--- src/hdl/kpsd_pkg.sv ---
`default_nettype none
// ----------------------------------------------------------------------------
// Keypad scan and debounce package
// Shared constants, state codes and types for the 4x4 keypad scanner.
// ----------------------------------------------------------------------------
package kpsd_pkg;

   localparam int unsigned MatrixWidth = 16;
   localparam int unsigned KeyWidth    = 5;
   localparam int unsigned StateWidth  = 3;
   localparam int unsigned RspWidth    = 24;

   localparam logic [KeyWidth-1:0] KEY_NONE = 5'd16;

   localparam logic [StateWidth-1:0] ST_FREE       = 3'd0;
   localparam logic [StateWidth-1:0] ST_PREPRESS   = 3'd1;
   localparam logic [StateWidth-1:0] ST_PRESSED    = 3'd2;
   localparam logic [StateWidth-1:0] ST_PRERELEASE = 3'd3;
   localparam logic [StateWidth-1:0] ST_RELEASED   = 3'd4;

   typedef struct packed {
      logic [KeyWidth-1:0]   released_key;
      logic [KeyWidth-1:0]   pressed_key;
      logic [StateWidth-1:0] debounce_state;
      logic [KeyWidth-1:0]   scanned_key;
   } result_type;

endpackage : kpsd_pkg
`default_nettype wire

--- src/hdl/kpsd_scan_enc.sv ---
`default_nettype none
// ----------------------------------------------------------------------------
// Keypad matrix encoder
// Finds the first active row and the first active column of a 4x4 snapshot
// independently and forms the key index, or the no-key code.
// ----------------------------------------------------------------------------
module kpsd_scan_enc (
   input  wire logic [kpsd_pkg::MatrixWidth-1:0] key_matrix,
   output logic      [kpsd_pkg::KeyWidth-1:0]    scanned_key
);

   logic [3:0] row_any;
   logic [3:0] col_any;
   logic [1:0] row_idx;
   logic [1:0] col_idx;

   always_comb begin
      for (int i = 0; i < 4; i++) begin
         row_any[i] = |key_matrix[i*4 +: 4];
         col_any[i] = key_matrix[i] | key_matrix[i+4] | key_matrix[i+8] | key_matrix[i+12];
      end
   end

   always_comb begin
      row_idx = 2'd0;
      col_idx = 2'd0;
      for (int i = 3; i >= 0; i--) begin
         if (row_any[i]) begin
            row_idx = 2'(i);
         end
         if (col_any[i]) begin
            col_idx = 2'(i);
         end
      end
   end

   always_comb begin
      if ((|row_any) && (|col_any)) begin
         scanned_key = {1'b0, row_idx, col_idx};
      end else begin
         scanned_key = kpsd_pkg::KEY_NONE;
      end
   end

endmodule : kpsd_scan_enc
`default_nettype wire

--- src/hdl/keypad_scan_debounce.sv ---
`default_nettype none
// ----------------------------------------------------------------------------
// Keypad scan and debounce
// Scans a 4x4 key matrix snapshot per beat and debounces the key index.
// ----------------------------------------------------------------------------
// Each req beat carries one scan tick: a 16-bit snapshot of the key matrix,
// bit row*4+col set when that key is down. Each req beat yields exactly one
// rsp beat with the scanned key (16 for none), the debounce state after the
// tick, the held key and the most recently released key.
// The beat is captured in an input register, encoded and run through the
// debounce state machine combinationally, and written to the result register.
// rsp_tvalid rises once the result register holds the beat. Throughput is one
// beat per cycle while rsp_tready is high; the state update for a tick is made
// by the encoder and state machine between the two registers.
// When rsp_tready is low the result register holds, the input register still
// takes one more beat, and req_tready then drops until the result drains.
// Reset empties both registers and returns the machine to free with all key
// registers at zero.
// ----------------------------------------------------------------------------
module keypad_scan_debounce (
   input  wire logic        clock,
   input  wire logic        reset,
   input  wire logic        req_tvalid,
   output logic             req_tready,
   input  wire logic [15:0] req_tdata,   // [15:0] key_matrix
   output logic             rsp_tvalid,
   input  wire logic        rsp_tready,
   output logic [23:0]      rsp_tdata    // [4:0] scanned_key, [7:5] debounce_state,
                                         // [12:8] pressed_key_out,
                                         // [17:13] released_key_out, [23:18] zero
);

   logic                                   in_valid_ff, in_valid_in;
   logic [kpsd_pkg::MatrixWidth-1:0]       in_data_ff;
   logic                                   out_valid_ff, out_valid_in;
   kpsd_pkg::result_type                   out_data_ff, out_data_in;

   logic [kpsd_pkg::StateWidth-1:0]        state_ff, state_in;
   logic [kpsd_pkg::KeyWidth-1:0]          last_key_ff, last_key_in;
   logic [kpsd_pkg::KeyWidth-1:0]          held_key_ff, held_key_in;
   logic [kpsd_pkg::KeyWidth-1:0]          released_key_ff, released_key_in;

   logic [kpsd_pkg::KeyWidth-1:0]          scanned_key;
   logic                                   key_none;
   logic                                   advance;

   kpsd_scan_enc u_scan_enc (
      .key_matrix  (in_data_ff),
      .scanned_key (scanned_key)
   );

   assign advance    = in_valid_ff && (!out_valid_ff || rsp_tready);
   assign req_tready = !in_valid_ff || advance;
   assign key_none   = (scanned_key == kpsd_pkg::KEY_NONE);

   always_comb begin
      state_in        = state_ff;
      held_key_in     = held_key_ff;
      released_key_in = released_key_ff;
      unique case (state_ff)
         kpsd_pkg::ST_PREPRESS: begin
            if (key_none) begin
               state_in = kpsd_pkg::ST_FREE;
            end else if (scanned_key == last_key_ff) begin
               held_key_in = scanned_key;
               state_in    = kpsd_pkg::ST_PRESSED;
            end
         end
         kpsd_pkg::ST_PRESSED: begin
            if (key_none) begin
               state_in        = kpsd_pkg::ST_PRERELEASE;
               released_key_in = held_key_ff;
            end else if (scanned_key != held_key_ff) begin
               state_in = kpsd_pkg::ST_PREPRESS;
            end
         end
         kpsd_pkg::ST_PRERELEASE: begin
            if (key_none) begin
               state_in = kpsd_pkg::ST_RELEASED;
            end else if (scanned_key == last_key_ff) begin
               held_key_in = scanned_key;
               state_in    = kpsd_pkg::ST_PRESSED;
            end
         end
         kpsd_pkg::ST_RELEASED: begin
            state_in = key_none ? kpsd_pkg::ST_FREE : kpsd_pkg::ST_PRERELEASE;
         end
         default: begin
            if (!key_none) begin
               state_in    = kpsd_pkg::ST_PREPRESS;
               held_key_in = scanned_key;
            end else begin
               state_in = kpsd_pkg::ST_FREE;
            end
         end
      endcase
      last_key_in = scanned_key;
   end

   always_comb begin
      out_data_in.scanned_key    = scanned_key;
      out_data_in.debounce_state = state_in;
      out_data_in.pressed_key    = held_key_in;
      out_data_in.released_key   = released_key_in;
   end

   assign in_valid_in  = req_tvalid || (in_valid_ff && !advance);
   assign out_valid_in = advance || (out_valid_ff && !rsp_tready);

   always_ff @(posedge clock) begin
      if (reset) begin
         in_valid_ff     <= 1'b0;
         out_valid_ff    <= 1'b0;
         state_ff        <= kpsd_pkg::ST_FREE;
         last_key_ff     <= '0;
         held_key_ff     <= '0;
         released_key_ff <= '0;
      end else begin
         if (req_tready) begin
            in_valid_ff <= in_valid_in;
         end
         out_valid_ff <= out_valid_in;
         if (advance) begin
            state_ff        <= state_in;
            last_key_ff     <= last_key_in;
            held_key_ff     <= held_key_in;
            released_key_ff <= released_key_in;
         end
      end
   end

   always_ff @(posedge clock) begin
      if (req_tvalid && req_tready) begin
         in_data_ff <= req_tdata;
      end
      if (advance) begin
         out_data_ff <= out_data_in;
      end
   end

   assign rsp_tvalid = out_valid_ff;
   assign rsp_tdata  = {6'd0, out_data_ff};

   a_state_range : assert property (@(posedge clock) disable iff (reset)
      rsp_tvalid |-> (out_data_ff.debounce_state <= kpsd_pkg::ST_RELEASED))
      else $error("debounce state out of range");

   a_none_state : assert property (@(posedge clock) disable iff (reset)
      (rsp_tvalid && out_data_ff.scanned_key == kpsd_pkg::KEY_NONE) |->
         (out_data_ff.debounce_state == kpsd_pkg::ST_FREE ||
          out_data_ff.debounce_state == kpsd_pkg::ST_PRERELEASE ||
          out_data_ff.debounce_state == kpsd_pkg::ST_RELEASED))
      else $error("no key seen but machine claims a key");

   a_pressed_match : assert property (@(posedge clock) disable iff (reset)
      (rsp_tvalid && out_data_ff.debounce_state == kpsd_pkg::ST_PRESSED) |->
         (out_data_ff.pressed_key == out_data_ff.scanned_key))
      else $error("pressed state with held key different from scanned key");

   a_reset_empty : assert property (@(posedge clock)
      reset |=> (!rsp_tvalid && !in_valid_ff))
      else $error("pipeline not empty after reset");

endmodule : keypad_scan_debounce
`default_nettype wire

--- config.mk ---
export PLATFORM = sky130hd
export DESIGN_NAME = keypad_scan_debounce
export DESIGN_NICKNAME = d
export VERILOG_FILES = /design/src/hdl/kpsd_pkg.sv /design/src/hdl/kpsd_scan_enc.sv /design/src/hdl/keypad_scan_debounce.sv
export SDC_FILE = /design/constraint.sdc
export NUM_CORES = 1
export LEC_CHECK = 0
export BUFFER_PORTS_ARGS = -buffer_cell sky130_fd_sc_hd__buf_2
export CORE_ASPECT_RATIO = 1.25
export CORE_UTILIZATION = 40
export CTS_BUF_LIST = sky130_fd_sc_hd__clkbuf_8
export CTS_CLUSTER_DIAMETER = 150
export DETAILED_ROUTE_END_ITERATION = 12
export PLACE_DENSITY = 0.65
export SLEW_MARGIN = 5
export SYNTH_ARGS = -nofsm -noshare
export SYNTH_HDL_FRONTEND = slang
export SYNTH_SLANG_ARGS = --single-unit
--- constraint.sdc ---
create_clock -name clock -period 2.7 [get_ports clock]
set_clock_uncertainty 0.1 [all_clocks]
set_input_delay 0.405 -clock clock [delete_from_list [all_inputs] [get_ports clock]]
set_output_delay 0.405 -clock clock [all_outputs]
set_load 0.02 [all_outputs]
==> impl_table.tex <==
\begin{tabular}{lr}
\hline
Metric & Value \\
\hline
\multicolumn{2}{l}{\textbf{Run status}} \\
Run status & finished, final reports clean \\
\multicolumn{2}{l}{\textbf{Global route}} \\
GR Overflow Total & 0 \\
Wire length of the first global-routing pass & 7730 um \\
Antenna violations before repair & 0 \\
Combined global-route utilization of all metal layers & 15.8\% \\
Vias in the first global route & 1,710 \\
Maximum number of pins on one net before global-route repair & 22 \\
\multicolumn{2}{l}{\textbf{Layout}} \\
Post-synthesis to final-layout area growth & 26.6\% \\
Final-layout fill cell count & 528 \\
Layout cell share with drive strength beyond 1 & 35.5\% \\
Post-Layout Inst Area & 3110 um\^{}2 \\
Total number of nets in the final design & 298 \\
Count of inserted antenna diode cells & 0 \\
\multicolumn{2}{l}{\textbf{Placement}} \\
Post-DP Area & 2840 um\^{}2 \\
Gp weighted congestion & 0.885 \\
Count of input and output buffers & 39 \\
Dpl hpwl & 3490 um \\
\multicolumn{2}{l}{\textbf{Drt}} \\
Number of nets with antenna violations after routing & 0 \\
Number of DRC violations after detailed routing & 0 \\
Number of vias per cell & 5.07 \\
Total iterations of the first detailed-routing run & 4 \\
Routed length per placed instance & 13.3 um \\
Sum of routed wire length over all layers & 4790 um \\
Total vias in the final route & 1,829 \\
Violation count after the first detailed-route iteration & 153 \\
\multicolumn{2}{l}{\textbf{Yosys}} \\
Library cell with the largest summed area after synthesis & sky130\_fd\_sc\_hd\_\_edfxtp\_1 \\
Main synth FF type & sky130\_fd\_sc\_hd\_\_edfxtp\_1 \\
Synth Instances & 215 \\
Number of synthesized register bits & 54 \\
Yosys warning total & 0 \\
Mean area per synthesized cell & 11.4 um\^{}2 \\
Area share of the largest cell type after synthesis & 41.6\% \\
Cell types occupying the most area after synthesis & sky130\_fd\_sc\_hd\_\_edfxtp\_1 (42\%), sky130\_fd\_sc\_hd\_\_dfxtp\_1 (16\%), sky130\_fd\_sc\_hd\_\_nor2\_1 (3.1\%) \\
Netlist area before placement & 2450 um\^{}2 \\
Netlist cell types & 50 \\
Number of flops mapped to enable cells by yosys & 34 \\
Top cells by count, synth & sky130\_fd\_sc\_hd\_\_edfxtp\_1 (34), sky130\_fd\_sc\_hd\_\_dfxtp\_1 (20), sky130\_fd\_sc\_hd\_\_nor2\_1 (20) \\
Sequential cell area fraction in the yosys report & 58.0\% \\
Most common cell in the synthesized netlist & sky130\_fd\_sc\_hd\_\_edfxtp\_1 \\
Ys async rst share & 0\% \\
\multicolumn{2}{l}{\textbf{Setup path}} \\
Cell chain of the critical path & buf\_6, or4\_4, nand4b\_1, o41ai\_4, o32ai\_4, nand2b\_4, a21oi\_2, a22o\_1 \\
Kind of critical path & flop to flop \\
WP data required & 2.67 ns \\
Number of buffers and inverters on the critical path & 1 \\
Critical Path Fanout Max & 4 \\
Critical-path cell with the highest stage delay & sky130\_fd\_sc\_hd\_\_or4\_4 \\
Top delay family on crit path & simple AND/OR/NAND/NOR gates \\
Critical Path Start Type & flop \\
Crit-path max cell delay & 0.56 ns \\
Reg-to-reg setup timing slack & 0.03 ns \\
Nature of the critical path endpoint & flop \\
Critical Path AT & 2.64 ns \\
\multicolumn{2}{l}{\textbf{Power}} \\
Psw & 0.392 mW \\
Worst vdd ir & 301 uV \\
Power Total & 1.66 mW \\
Power per cell area & 533 nW/um\^{}2 \\
Internal power & 1.26 mW \\
Part of the power in the clock network & 33.0\% \\
Power share of the sequential group & 56.2\% \\
Static Leak & 1.17 nW \\
Proportion of total power due to net switching & 23.7\% \\
Logic pwr share & 10.8\% \\
\multicolumn{2}{l}{\textbf{Clock tree}} \\
H-Tree Level Count & 2 \\
Root Buffer & sky130\_fd\_sc\_hd\_\_clkbuf\_8 \\
Worst-skew pair later-pin latency & 0.31 ns \\
CTS tree & yes \\
Clock buffers created by TritonCTS & 5 \\
CTS hold repair buffers & 0 \\
Clock transition at the register clock pins on the worst setup and hold paths after CTS & 0.10 ns \\
Clock buffer depth & 2 \\
Num Clock Sinks & 54 \\
\multicolumn{2}{l}{\textbf{Die}} \\
\# rows & 31 \\
Total core area & 5860 um\^{}2 \\
Floorplan die area & 6450 um\^{}2 \\
DIE WIDTH & 72.0 um \\
Chip Height & 89.5 um \\
I/O pin count & 46 \\
Initial core utilization & 41.9\% \\
\multicolumn{2}{l}{\textbf{Timing}} \\
Share of the clock period used by the worst path after layout & 98.8\% \\
Hold violation total from the final report & 0 \\
Worst-Margin Slew & 0.638 ns \\
Tmin final & 2.67 ns \\
Final-report setup violation count & 0 \\
Worst rel slew slack & 57.5\% \\
Fmax & 0.375 GHz \\
RSZ-0062 raised after global routing & yes \\
Final slew viol count & 0 \\
\multicolumn{2}{l}{\textbf{Min path}} \\
Path type of the worst min-delay path & input port to flop \\
\multicolumn{2}{l}{\textbf{Job}} \\
Max-capacitance violation count & 0 \\
\hline
\end{tabular}
## placed cells by master (no fill, tap or decap), types with 6 or more instances in the layout
master | netlist | layout
sky130_fd_sc_hd__buf_4 | 6 | 25
sky130_fd_sc_hd__buf_2 | 1 | 39
sky130_fd_sc_hd__nand2_1 | 14 | 14
sky130_fd_sc_hd__edfxtp_1 | 34 | 34
sky130_fd_sc_hd__dfxtp_1 | 20 | 20
sky130_fd_sc_hd__o21ai_0 | 10 | 10
sky130_fd_sc_hd__a21oi_1 | 14 | 13
sky130_fd_sc_hd__nor2_1 | 20 | 20
sky130_fd_sc_hd__conb_1 | 1 | 6
## cells by family after synthesis
kind of cell,Yosys count,synth area share [%]
buffers and inverters,19,3.88
flip-flops,54,58.0
AO/OA/AOI/OAI,46,14.0
AND/OR/NAND/NOR,80,17.9
XOR/XNOR,5,1.79
other,1,0.153
multiplexers,10,4.34
## power by group through the flow
stage               clock (mW)  sequential, mW  combinational (mW)
finish                   0.547           0.930               0.179
global route             0.590           0.934               0.196
CTS                      0.560           0.929               0.169
detailed placement           0           0.948               0.163
global placement             0           0.948               0.161
floorplan                    0           0.962              0.0962
## through the flow
stage | utilization [%] | hold slack [ns] | worst slack (ns) | setup TNS, ns | std cells
6_report | 53.0 | 0.175 | 0.0313 | 0 | 361
3_3_place_gp | 48.5 | 0.367 | 0.0110 | 0 | 347
3_5_place_dp | 48.5 | 0.381 | -0.0431 | -0.225 | 347
5_1_grt | 53.0 | 0.158 | -0.0661 | -0.191 | 361
2_1_floorplan | - | 0.354 | 0.0631 | 0 | 220
4_1_cts | 51.4 | 0.167 | -0.00919 | -0.0232 | 357
## worst reg2reg max path, stage by stage, from the launching register on
cell and delay [ns]:
sky130_fd_sc_hd__edfxtp_1 0.44, sky130_fd_sc_hd__buf_6 0.15, sky130_fd_sc_hd__or4_4 0.56, sky130_fd_sc_hd__nand4b_1 0.17, sky130_fd_sc_hd__o41ai_4 0.12, sky130_fd_sc_hd__o32ai_4 0.41, sky130_fd_sc_hd__nand2b_4 0.22, sky130_fd_sc_hd__a21oi_2 0.06
sky130_fd_sc_hd__a22o_1 0.21
## flip-flops by register name (all words and copies together) (netlist names)
name	flops
rsp_tvalid	1
in_valid_ff	1
held_key_ff	5
state_ff	3
released_key_ff	5
rsp_tdata	18
last_key_ff	5
in_data_ff	16
## layer usage
layer	track usage (%)	vias up	wire length, um
met5	0	-	0
li1	-	918	-
met3	3.38	8	161
met1	17.2	856	2010
met2	29.3	47	2510
met4	7.31	0	112
## cell type report
cell class              instances  area [um^2]  share of cell area (%)
flip-flops and latches         54         1420                    45.8
clock inverters                 3         47.5                    1.53
repair buffers                 65          394                    12.7
well taps                      82          103                    3.30
clock buffers                   5         68.8                    2.22
multi-input cells             147         1050                    33.9
inverters                       5         18.8                   0.604
## path summary, 6_finish.rpt
check,from,end,cells past startpoint
min reg2reg,released_key_ff[0],released_key_ff[0],2
max reg2reg,in_data_ff[5],rsp_tdata[8],8
min,req_tdata[13],in_data_ff[13],1
max,in_data_ff[5],rsp_tdata[8],8
## what timing repair did
item                                    CTS  global route
endpoints found under the setup margin    7            15
pin swaps                                 2             6
setup buffers                             2             4
resized for setup                         5            12
Power figures use the tool's default switching activity.
